==> src/hw/rtl/itp_pkg.sv <==
`timescale 1ns / 1ps
// ----------------------------------------------------------------------------
// itp_pkg: shared types and constants of the integer text parser
// Character codes, format codes, count width and the character class record.
// ----------------------------------------------------------------------------
package itp_pkg;

  // Field widths
  localparam int CharW   = 8;
  localparam int ValueW  = 64;
  localparam int OutCntW = 16;
  localparam int FmtW    = 2;

  // Internal consumed-character counter width (4..32)
  localparam int CountBits = 16;
  localparam logic [CountBits-1:0] CountMax = {CountBits{1'b1}};

  // APB: one register, word addressed
  localparam int AddrW = 3;
  localparam int DataW = 32;
  localparam logic REG_NUMBER_FORMAT = 1'b0;

  // number_format codes; the fourth code acts as FMT_HEX
  localparam logic [FmtW-1:0] FMT_SIGNED_DEC   = 2'd0;
  localparam logic [FmtW-1:0] FMT_UNSIGNED_DEC = 2'd1;
  localparam logic [FmtW-1:0] FMT_HEX          = 2'd2;
  localparam logic [FmtW-1:0] FMT_RESET        = FMT_UNSIGNED_DEC;

  // ASCII codes
  localparam logic [CharW-1:0] CH_MINUS = 8'h2D;
  localparam logic [CharW-1:0] CH_ZERO  = 8'h30;
  localparam logic [CharW-1:0] CH_NINE  = 8'h39;
  localparam logic [CharW-1:0] CH_X     = 8'h78;
  localparam logic [CharW-1:0] CH_LA    = 8'h61;
  localparam logic [CharW-1:0] CH_LF    = 8'h66;
  localparam logic [CharW-1:0] CH_UA    = 8'h41;
  localparam logic [CharW-1:0] CH_UF    = 8'h46;

  // Classification of one character
  typedef struct packed {
    logic       is_dec;
    logic       is_hex;
    logic       is_minus;
    logic       is_x;
    logic       is_zero;
    logic [3:0] digit;
  } char_class_t;

endpackage

==> src/hw/rtl/itp_apb_regs.sv <==
`timescale 1ns / 1ps
// ----------------------------------------------------------------------------
// itp_apb_regs: configuration register file
// Holds number_format behind an APB slave; always ready, reads return value.
// ----------------------------------------------------------------------------
module itp_apb_regs (
  input  logic                        clk_i,
  input  logic                        rst_ni,
  input  logic                        psel,
  input  logic                        penable,
  input  logic                        pwrite,
  input  logic [itp_pkg::AddrW-1:0]   paddr,
  input  logic [itp_pkg::DataW-1:0]   pwdata,
  output logic [itp_pkg::DataW-1:0]   prdata,
  output logic                        pready,
  output logic [itp_pkg::FmtW-1:0]    number_format_o
);
  import itp_pkg::*;

  logic [FmtW-1:0] fmt_q, fmt_d;
  logic            wr_en;

  assign pready = 1'b1;
  assign wr_en  = psel && penable && pwrite && (paddr[2] == REG_NUMBER_FORMAT);

  // register write
  always_comb begin
    fmt_d = fmt_q;
    if (wr_en) begin
      fmt_d = pwdata[FmtW-1:0];
    end
  end

  always_ff @(posedge clk_i or negedge rst_ni) begin
    if (!rst_ni) begin
      fmt_q <= FMT_RESET;
    end else begin
      fmt_q <= fmt_d;
    end
  end

  // read mux
  always_comb begin
    prdata = '0;
    if (paddr[2] == REG_NUMBER_FORMAT) begin
      prdata = {{(DataW-FmtW){1'b0}}, fmt_q};
    end
  end

  assign number_format_o = fmt_q;

endmodule

==> src/hw/rtl/itp_char_decode.sv <==
`timescale 1ns / 1ps
// ----------------------------------------------------------------------------
// itp_char_decode: character classifier
// Flags decimal and hex digits, minus, lowercase x and zero; gives digit value.
// ----------------------------------------------------------------------------
module itp_char_decode (
  input  logic [itp_pkg::CharW-1:0] char_i,
  output itp_pkg::char_class_t      class_o
);
  import itp_pkg::*;

  logic dec, lower, upper;

  assign dec   = (char_i >= CH_ZERO) && (char_i <= CH_NINE);
  assign lower = (char_i >= CH_LA) && (char_i <= CH_LF);
  assign upper = (char_i >= CH_UA) && (char_i <= CH_UF);

  // letters a..f / A..F have low nibble 1..6, value is that plus nine
  always_comb begin
    class_o.is_dec   = dec;
    class_o.is_hex   = dec || lower || upper;
    class_o.is_minus = (char_i == CH_MINUS);
    class_o.is_x     = (char_i == CH_X);
    class_o.is_zero  = (char_i == CH_ZERO);
    class_o.digit    = dec ? char_i[3:0] : (char_i[3:0] + 4'd9);
  end

endmodule

==> src/hw/rtl/itp_parse_core.sv <==
`timescale 1ns / 1ps
// ----------------------------------------------------------------------------
// itp_parse_core: input register, per-character parse step, result register
// The accumulator is kept already negated once a minus is seen, so the
// result register loads it directly.
// ----------------------------------------------------------------------------
module itp_parse_core (
  input  logic                         clk_i,
  input  logic                         rst_ni,
  input  logic [itp_pkg::FmtW-1:0]     number_format_i,
  input  logic                         in_valid_i,
  output logic                         in_ready_o,
  input  logic [itp_pkg::CharW-1:0]    in_char_i,
  input  logic                         in_end_i,
  output logic                         out_valid_o,
  input  logic                         out_ready_i,
  output logic [itp_pkg::ValueW-1:0]   out_value_o,
  output logic [itp_pkg::OutCntW-1:0]  out_count_o
);
  import itp_pkg::*;

  // input register
  logic             in_valid_q, in_valid_d;
  logic [CharW-1:0] in_char_q;
  logic             in_end_q;
  logic             advance;

  // field state
  logic [ValueW-1:0]    acc_q, acc_d;
  logic [CountBits-1:0] cnt_q, cnt_d;
  logic                 neg_q, neg_d;
  logic                 hex_q, hex_d;
  logic                 stop_q, stop_d;
  logic                 lz_q, lz_d;

  // result register
  logic                 out_valid_q, out_valid_d;
  logic [ValueW-1:0]    out_value_q;
  logic [OutCntW-1:0]   out_count_q;

  char_class_t          cc;
  logic [FmtW-1:0]      fmt;
  logic                 first;
  logic                 take, take_dec, bump, halt;
  logic [ValueW-1:0]    acc_base, d_ext, acc_step, acc_n;
  logic [CountBits-1:0] cnt_n;
  logic                 neg_n, hex_n, lz_n;
  logic [31:0]          cnt_wide;
  logic [OutCntW-1:0]   cnt_sat;

  itp_char_decode u_decode (
    .char_i  (in_char_q),
    .class_o (cc)
  );

  // the held character moves on unless it ends a field and the result slot is stuck
  assign advance    = in_valid_q && (!in_end_q || !out_valid_q || out_ready_i);
  assign in_ready_o = !in_valid_q || advance;

  always_comb begin
    in_valid_d = in_valid_q;
    if (in_ready_o) begin
      in_valid_d = in_valid_i;
    end
  end

  always_ff @(posedge clk_i or negedge rst_ni) begin
    if (!rst_ni) begin
      in_valid_q <= 1'b0;
    end else begin
      in_valid_q <= in_valid_d;
    end
  end

  always_ff @(posedge clk_i) begin
    if (in_ready_o && in_valid_i) begin
      in_char_q <= in_char_i;
      in_end_q  <= in_end_i;
    end
  end

  // parse decision for the held character
  always_comb begin
    fmt      = (number_format_i == FMT_SIGNED_DEC || number_format_i == FMT_UNSIGNED_DEC)
             ? number_format_i : FMT_HEX;
    first    = (cnt_q == '0);
    take     = 1'b0;
    take_dec = 1'b0;
    bump     = 1'b0;
    halt     = 1'b0;
    neg_n    = neg_q;
    hex_n    = hex_q;
    lz_n     = lz_q;
    if (!stop_q) begin
      if (fmt == FMT_SIGNED_DEC) begin
        if (first && cc.is_minus) begin
          neg_n = 1'b1;
          bump  = 1'b1;
        end else if (cc.is_dec) begin
          take     = 1'b1;
          take_dec = 1'b1;
          bump     = 1'b1;
        end else begin
          halt = 1'b1;
        end
      end else if (fmt == FMT_UNSIGNED_DEC && !hex_q) begin
        if (cc.is_dec) begin
          lz_n     = first && cc.is_zero;
          take     = 1'b1;
          take_dec = 1'b1;
          bump     = 1'b1;
        end else if (cc.is_x && lz_q && !in_end_q) begin
          hex_n = 1'b1;
          lz_n  = 1'b0;
          bump  = 1'b1;
        end else begin
          halt = 1'b1;
        end
      end else begin
        if (cc.is_x && lz_q) begin
          lz_n = 1'b0;
          bump = 1'b1;
        end else if (cc.is_hex) begin
          lz_n = first && cc.is_zero;
          take = 1'b1;
          bump = 1'b1;
        end else begin
          halt = 1'b1;
        end
      end
    end
    if (halt) begin
      lz_n = 1'b0;
    end
  end

  // accumulate: times ten by two shifts, or a nibble shift; digit subtracted when negative
  always_comb begin
    acc_base = take_dec ? ((acc_q << 3) + (acc_q << 1)) : (acc_q << 4);
    d_ext    = {{(ValueW-4){1'b0}}, cc.digit};
    if (neg_q) begin
      d_ext = ~d_ext + 1'b1;
    end
    acc_step = acc_base + d_ext;
    acc_n    = take ? acc_step : acc_q;
    cnt_n    = (bump && cnt_q != CountMax) ? cnt_q + 1'b1 : cnt_q;
  end

  // state update; field end clears it
  always_comb begin
    acc_d  = acc_q;
    cnt_d  = cnt_q;
    neg_d  = neg_q;
    hex_d  = hex_q;
    stop_d = stop_q;
    lz_d   = lz_q;
    if (advance) begin
      if (in_end_q) begin
        acc_d  = '0;
        cnt_d  = '0;
        neg_d  = 1'b0;
        hex_d  = 1'b0;
        stop_d = 1'b0;
        lz_d   = 1'b0;
      end else begin
        acc_d  = acc_n;
        cnt_d  = cnt_n;
        neg_d  = neg_n;
        hex_d  = hex_n;
        stop_d = stop_q || halt;
        lz_d   = lz_n;
      end
    end
  end

  always_ff @(posedge clk_i or negedge rst_ni) begin
    if (!rst_ni) begin
      acc_q  <= '0;
      cnt_q  <= '0;
      neg_q  <= 1'b0;
      hex_q  <= 1'b0;
      stop_q <= 1'b0;
      lz_q   <= 1'b0;
    end else begin
      acc_q  <= acc_d;
      cnt_q  <= cnt_d;
      neg_q  <= neg_d;
      hex_q  <= hex_d;
      stop_q <= stop_d;
      lz_q   <= lz_d;
    end
  end

  // saturate count to the output width
  always_comb begin
    cnt_wide = 32'(cnt_n);
    cnt_sat  = (cnt_wide > 32'h0000_FFFF) ? 16'hFFFF : cnt_wide[OutCntW-1:0];
  end

  // result register
  always_comb begin
    out_valid_d = out_valid_q;
    if (advance && in_end_q) begin
      out_valid_d = 1'b1;
    end else if (out_ready_i) begin
      out_valid_d = 1'b0;
    end
  end

  always_ff @(posedge clk_i or negedge rst_ni) begin
    if (!rst_ni) begin
      out_valid_q <= 1'b0;
    end else begin
      out_valid_q <= out_valid_d;
    end
  end

  always_ff @(posedge clk_i) begin
    if (advance && in_end_q) begin
      out_value_q <= acc_n;
      out_count_q <= cnt_sat;
    end
  end

  assign out_valid_o = out_valid_q;
  assign out_value_o = out_value_q;
  assign out_count_o = out_count_q;

endmodule

==> src/hw/rtl/integer_text_parser.sv <==
`timescale 1ns / 1ps
// ----------------------------------------------------------------------------
// integer_text_parser: streaming ASCII integer parser
//
//   channel   | dir | beat content
//   s_axis    | in  | tdata[7:0] char_code, tlast field_end
//   m_axis    | out | tdata[63:0] parsed_value, tdata[79:64] chars_consumed
//   apb       | in  | 0x0 number_format[1:0] (reset 1)
//
// One character per cycle unless a final character waits for the result slot;
// a field's result passes the input register, then the result register.
// The loop that sets the rate is the accumulator update through acc_q.
// Reset (rst_ni low, asynchronous) clears the field state and both stages.
// While a result waits on m_axis, non-final characters still flow; a final
// character is held in the input register until the result slot frees.
// ----------------------------------------------------------------------------
module integer_text_parser (
  input  logic                       clk_i,
  input  logic                       rst_ni,
  // character stream
  input  logic                       s_axis_tvalid,
  output logic                       s_axis_tready,
  input  logic [7:0]                 s_axis_tdata,   // [7:0] char_code
  input  logic                       s_axis_tlast,   // field_end
  // result stream
  output logic                       m_axis_tvalid,
  input  logic                       m_axis_tready,
  output logic [79:0]                m_axis_tdata,   // [63:0] parsed_value, [79:64] chars_consumed
  // configuration
  input  logic                       psel,
  input  logic                       penable,
  input  logic                       pwrite,
  input  logic [itp_pkg::AddrW-1:0]  paddr,
  input  logic [itp_pkg::DataW-1:0]  pwdata,
  output logic [itp_pkg::DataW-1:0]  prdata,
  output logic                       pready
);
  import itp_pkg::*;

  logic [FmtW-1:0]    number_format;
  logic [ValueW-1:0]  parsed_value;
  logic [OutCntW-1:0] chars_consumed;

  itp_apb_regs u_regs (
    .clk_i           (clk_i),
    .rst_ni          (rst_ni),
    .psel            (psel),
    .penable         (penable),
    .pwrite          (pwrite),
    .paddr           (paddr),
    .pwdata          (pwdata),
    .prdata          (prdata),
    .pready          (pready),
    .number_format_o (number_format)
  );

  itp_parse_core u_core (
    .clk_i           (clk_i),
    .rst_ni          (rst_ni),
    .number_format_i (number_format),
    .in_valid_i      (s_axis_tvalid),
    .in_ready_o      (s_axis_tready),
    .in_char_i       (s_axis_tdata),
    .in_end_i        (s_axis_tlast),
    .out_valid_o     (m_axis_tvalid),
    .out_ready_i     (m_axis_tready),
    .out_value_o     (parsed_value),
    .out_count_o     (chars_consumed)
  );

  assign m_axis_tdata = {chars_consumed, parsed_value};

endmodule
==> config.mk <==
export PLATFORM = sky130hd
export DESIGN_NAME = integer_text_parser
export DESIGN_NICKNAME = d
export VERILOG_FILES = /design/src/hw/rtl/itp_pkg.sv /design/src/hw/rtl/itp_apb_regs.sv /design/src/hw/rtl/itp_char_decode.sv /design/src/hw/rtl/itp_parse_core.sv /design/src/hw/rtl/integer_text_parser.sv
export SDC_FILE = /design/constraint.sdc
export NUM_CORES = 1
export LEC_CHECK = 0
export BUFFER_PORTS_ARGS = -buffer_cell sky130_fd_sc_hd__buf_2
export CAP_MARGIN = 20
export CORE_MARGIN = 1
export CORE_UTILIZATION = 61
export DETAILED_ROUTE_END_ITERATION = 10
export GPL_TIMING_DRIVEN = 0
export PLACE_DENSITY_LB_ADDON = 0.05
export SKIP_CTS_REPAIR_TIMING = 1
export SYNTH_ARGS = -nofsm -noshare
export SYNTH_HDL_FRONTEND = slang
export SYNTH_SLANG_ARGS = --single-unit
==> constraint.sdc <==
create_clock -name clk_i -period 6.95 [get_ports clk_i]
set_clock_uncertainty 0.05 [all_clocks]
set_input_delay 0.695 -clock clk_i [delete_from_list [all_inputs] [get_ports clk_i]]
set_output_delay 0.695 -clock clk_i [all_outputs]
set_load 0.01 [all_outputs]
Yosys cells after proc, flatten, opt, wreduce, memory -nomap -nowiden
Cells that the tools add are included.

Logic and storage cells: 133. Input port bits: 51. Register bits: 177.

Add/sub/neg operators: 5. Bitwise operators: 2. Mux-type cells: 57. Equal/unequal tests: 12. Reductions and logical operators: 38. Order comparisons: 6.

Operator list (count): two-way mux 64 bit (4); adder 64 bit (2); adder 64 x 1 -> 64 bit, second input constant (1); NOT 4 -> 64 bit (1); two-way mux 1 bit (48); two-way mux 16 bit (2); adder 16 x 1 -> 16 bit, second input constant (1); equality test 8 x 6 -> 1 bit, second input constant (2); greater-or-equal comparator 8 x 7 -> 1 bit, second input constant (2); less-or-equal comparator 8 x 7 -> 1 bit, second input constant (2); logical NOT 16 bit (1); inequality test 16 bit, second input constant (1); logical AND 1 bit (15); nonzero test 2 bit (5); equality test 8 x 7 -> 1 bit, second input constant (1); greater-or-equal comparator 8 x 6 -> 1 bit, second input constant (1); less-or-equal comparator 8 x 6 -> 1 bit, second input constant (1); logical OR 1 bit (7); inequality test 2 x 1 -> 1 bit, second input constant (3); AND reduction 6 bit (1); inequality test 5 x 3 -> 1 bit, second input constant (1); AND reduction 5 bit (1); nonzero test 5 bit (1); adder 4 bit, second input constant (1); 9 further kinds (15).

Depth between registers and ports, before layout
Depth in word-level cells: 12. Gate-level depth with buffers: 26.

Cells and area by module
From an unflattened synthesis, not the netlist that was laid out.

Cell total of the unflattened synthesis: 1853. Area total of the unflattened synthesis: 15496.1 µm².

Modules (own cells, without submodules): itp_parse_core (area an instance 14838.0 µm², times used 1, cells each 1776); itp_apb_regs (area an instance 362.8 µm², times used 1, cells each 40); itp_char_decode (area an instance 295.3 µm², times used 1, cells each 37).

Worst setup path after synthesis
No wires, ideal clock.

Kind: register -> register. Start: reg u_core.in_char_q[0]. End: reg u_core.out_value_q[38], in the netlist u_core.out_value_o[38] (data pin). Period minus slack after synthesis: 6.243 ns. Required time: 6.640 ns. Cell stages (with the launch flop): 22. Library setup time: 0.260 ns. Path slack: 0.707 ns. Arrival time: 5.933 ns. Cells stage by stage: edfxtp_1 -> ha_1 -> or4b_1 -> nand4_1 -> buf_2 -> nand2_1 -> o21ai_0 -> inv_1 -> ha_1 -> a31oi_1 -> ha_1 -> a21o_1 -> a21oi_1 -> a21oi_1 -> o311a_1 -> nor3_1 -> o31a_1 -> o21ai_1 -> a21oi_1 -> o21bai_1 -> xnor2_1 -> mux2_2.

Word-level cells in the longest chain between the ends: 10. Elaborated cells between the ends (all ways): 33.

Ends and longest elaborated chain: from (decl) (line itp_parse_core.sv:24) `logic [CharW-1:0] in_char_q;`; from (signal assigned) (line itp_parse_core.sv:77) `in_char_q <= in_char_i;`; parallel branches: the longest is 9 deep, another holds adder 64 x 1 -> 64 bit; two-way mux 64 bit (*) (line itp_parse_core.sv:145) `acc_n = take ? acc_step : acc_q;`; net u_core.acc_n[38] (line itp_parse_core.sv:45) `logic [ValueW-1:0] acc_base, d_ext, acc_step, acc_n;`; to (signal assigned) (line itp_parse_core.sv:220) `out_value_q <= acc_n;`; to (decl) (line itp_parse_core.sv:38) `logic [ValueW-1:0] out_value_q;`.

Mark *: on every way through the listed nets, which the timed path passes. A chain may end at the register's enable or synchronous reset.

Worst setup path in the final report
Start: reg u_core.acc_q[2]. End: reg u_core.out_value_q[61], in the netlist u_core.out_value_o[61] (data pin).

Word-level cells in the longest chain between the ends: 4.

Ends and longest elaborated chain: from (decl) (line itp_parse_core.sv:29) `logic [ValueW-1:0] acc_q, acc_d;`; from (signal assigned) (line itp_parse_core.sv:178) `acc_q <= '0;`; from (signal assigned) (line itp_parse_core.sv:185) `acc_q <= acc_d;`; adder 64 bit (line itp_parse_core.sv:139) `acc_base = take_dec ? ((acc_q << 3) + (acc_q << 1)) : (acc_q << 4);`; two-way mux 64 bit (*) (line itp_parse_core.sv:139); adder 64 bit (*) (line itp_parse_core.sv:144) `acc_step = acc_base + d_ext;`; two-way mux 64 bit (*) (line itp_parse_core.sv:145); net u_core.acc_n[61] (line itp_parse_core.sv:45).

The timed path passes the listed nets; every way through them passes the cells marked *.

==> flow_summary_export.csv <==
group,metric,value,unit
run_status,status,"completed",
clock_tree,clk_pin_slew,0.09,ns
worst_setup_path,crit_arrival,6.91,ns
worst_hold_path,min_path_type,"input pin to asynchronous set/reset pin",
global_routing,grt_max_degree,54,
global_routing,grt_pass1_wl,74700,um
worst_setup_path,cp-start-kind,"flip-flop",
timing,clock.fmax,148,MHz
yosys,synthDistinctLibCells,86,
yosys,syn_inst,1863,
run,maxCapViolCount,0,
worst_setup_path,crit_type,"flip-flop to flip-flop",
detailed_routing,wire_per_inst,20.3,um
worst_setup_path,r2r_start,"u_core.acc_q[2]",
clock_tree,insertion_delay,0.47,ns
worst_setup_path,worstReg2RegEnd,"u_core.out_value_o[61]",
worst_setup_path,cp_max_fo,5,
clock_tree,cts-root-buf,"clkbuf_16",
cells_and_area,final_cell_mix,"nand2_1, o21ai_0, a21oi_1, ha_1, buf_2",
detailed_routing,drc,0,
clock_tree,cts_tree,"yes",
cells_and_area,mostFrequentLayoutCell,"nand2_1",
power_and_ir_drop,leakagePower,8.13,nW
timing,hold_violations,0,
power_and_ir_drop,irDropWorstVdd,0.000145,V
yosys,synth.avg_cell_area,8.41,sq um
worst_setup_path,crit_path_end_kind,"flip-flop",
placement,post-dp-hpwl,36300,um
floorplan,ioPinCount,166,
yosys,yosysWarnings,0,
detailed_routing,drtAntennaViolNets,0,
floorplan,die_width,162,um
timing,final_max_slew_viol_count,0,
floorplan,core,25200,sq um
yosys,ys_seq_elements,177,
timing,worst_slew_pin_slew,1.21,ns
worst_setup_path,rr_worst_depth,23,
detailed_routing,vias,15200,
timing,max-slew-margin-rel,19.0,%
placement,io_buffers,102,
floorplan,std_cell_rows,58,
detailed_routing,wl,48000,um
floorplan,die_h,162,um
floorplan,die-area,26300,sq um
global_routing,grt_pass1_vias,13900,
clock_tree,htree_levels,4,
yosys,synth_edf_count,89,
cells_and_area,antenna_cells,0,
global_routing,antenna_found_initial,0,
timing,min_period,6.76,ns
power_and_ir_drop,power_density,140,nW/um^2
placement,globalplace.congestion,0.959,
yosys,synth_area,15700,sq um
clock_tree,numCtsBuffers,17,
worst_setup_path,crit_required,7.10,ns
timing,final.hold.worst_slack,0.150,ns
detailed_routing,first_pass_iters,6,
worst_setup_path,reg2reg_slack,0.19,ns
timing,setup_viol,0,
timing,min_period_over_period,97.3,%
yosys,synth-seq-area-share,31.1,%
global_routing,track_usage,36.2,%
floorplan,initial_utilization,62.2,%
timing,finalSetupTns,0,ns
yosys,synth_flop_cell,"edfxtp_1",
cells_and_area,drive_gt1_share,11.9,%
yosys,async_flop_share,49.7,%
global_routing,gr-total-overflow,0,
detailed_routing,drtIter0Drc,1722,
clock_tree,cts_buffer_depth,2,
clock_tree,clock_sinks,177,
cells_and_area,final_util,69.6,%
cells_and_area,nets,2202,
cells_and_area,area.growth.synth_to_final,11.8,%
cells_and_area,fillers,2086,
timing,rsz0062_at_grt,"no",
detailed_routing,viasPerCell,6.43,
## synthesized netlist by cell type, drive strengths merged, types with 4 or more instances
cell type	n	area share (%)
edfxtp	89	17
nor3b	4	0.19
nand2	301	7.2
mux2	14	1.0
o41ai	5	0.49
and4	4	0.22
o211ai	5	0.27
or2	6	0.24
ha	130	10
nor2	80	2.0
nand4	32	1.3
nand2b	12	0.48
nor2b	20	0.80
a21boi	7	0.34
a211oi	16	0.85
buf	48	2.0
xor2	56	3.1
or4	4	0.19
a31oi	22	0.92
a21o	84	4.0
a22o	56	3.1
o21a	14	0.67
nand4b	5	0.28
a21oi	155	5.0
o21ai	193	6.2
o31ai	14	0.88
and3	23	0.92
dfrtp	87	14
and2	20	0.80
a221oi	5	0.32
o21bai	37	1.8
nor4	11	0.48
inv	46	1.1
clkbuf	72	1.7
nor3	24	0.77
xnor2	81	4.5
nand3	29	0.93
## through the flow
stage / worst slack (ns) / area (sq um) / cells / power, mW
after floorplan: 0.707 / 15800 / 1892 / 1.31
after CTS: 0.0610 / 17500 / 2362 / 2.45
after global placement: -1.57 / 16700 / 2324 / 1.40
after global routing: 0.0256 / 17500 / 2362 / 2.51
after detailed placement: 0.123 / 16800 / 2330 / 1.41
final: 0.187 / 17500 / 2362 / 2.45
## cell families (layout without fill, tap and decap cells)
family                     Yosys count  after routing  share of synthesized area, %
adders and majority gates          132            132                          10.6
xor gates and xnor gates           137            137                          7.66
other                                2             31                        0.0479
muxes                               17             17                          1.20
buffers and inverters              166            306                          4.85
DFF                                177            177                          31.1
and+or+nand+nor                    585            585                          17.3
AOI/OAI and AO/OA                  647            647                          27.2
## critical path: stages (launching register included)
cell and delay (ns):
dfrtp_1 0.46, ha_1 0.25, fa_1 0.42, a21oi_2 0.17, o22ai_1 0.17, o41ai_4 0.56, o211ai_2 0.29, a221oi_2 0.41
o21ai_2 0.17, a21oi_2 0.25, o21ai_1 0.14, or2_1 0.23, xor2_1 0.15, mux2_2 0.28, ha_1 0.37, nand4_1 0.25
or4_4 0.63, nor3_2 0.26, nor4_2 0.10, nand2_1 0.10, nor3_1 0.06, a211oi_2 0.30, xor2_1 0.13, mux2_2 0.30
## how the worst max path moves through the flow
| stage | from | to | cells after the start |
|---|---|---|---|
| finish | u_core.acc_q[2] | u_core.out_value_o[61] | 23 |
| global route | u_core.acc_q[2] | u_core.out_value_o[61] | 23 |
| CTS | u_core.acc_q[2] | u_core.out_value_o[61] | 23 |
| detailed placement | u_core.acc_q[2] | u_core.out_value_o[61] | 23 |
| global placement | u_core.in_char_q[0] | u_core.out_value_o[59] | 19 |
| floorplan | u_core.in_char_q[0] | u_core.out_value_o[38] | 21 |
## area by class of cell
cell class	count	area, sq um	area share [%]
well taps	330	413	2.36
multi-input cells	1549	10200	58.2
clock inverters	15	218	1.24
plain buffers	120	589	3.36
flip-flops and latches	177	4880	27.8
repair buffers	108	626	3.57
clock buffers	17	425	2.43
inverters	46	175	0.999
## report_power, final
group	leakage, nW	switching [mW]	internal, mW
registers	2.08	0.0193	1.14
clock network	0.307	0.558	0.505
logic	5.74	0.160	0.0768
## metal layers
| metal | vias up | GRT usage [%] | routed length [um] |
|---|---|---|---|
| li1 | 7067 | - | - |
| met1 | 7292 | 50.6 | 21200 |
| met2 | 715 | 56.8 | 21500 |
| met3 | 108 | 4.55 | 3620 |
| met4 | 0 | 14.5 | 1710 |
| met5 | - | 0 | 0 |
## sequential cells by signal (all words and copies together) (netlist names)
signal and flops:
u_core.hex_q 1, u_core.out_valid_o 1, u_core.neg_q 1, u_core.out_count_o 16, u_core.lz_q 1, u_regs.number_format_o 2
u_core.in_end_q 1, u_core.cnt_q 16, u_core.in_valid_q 1, u_core.acc_q 64, u_core.stop_q 1, u_core.in_char_q 8
u_core.out_value_o 64
No activity file was read; power rests on OpenSTA's default activity.
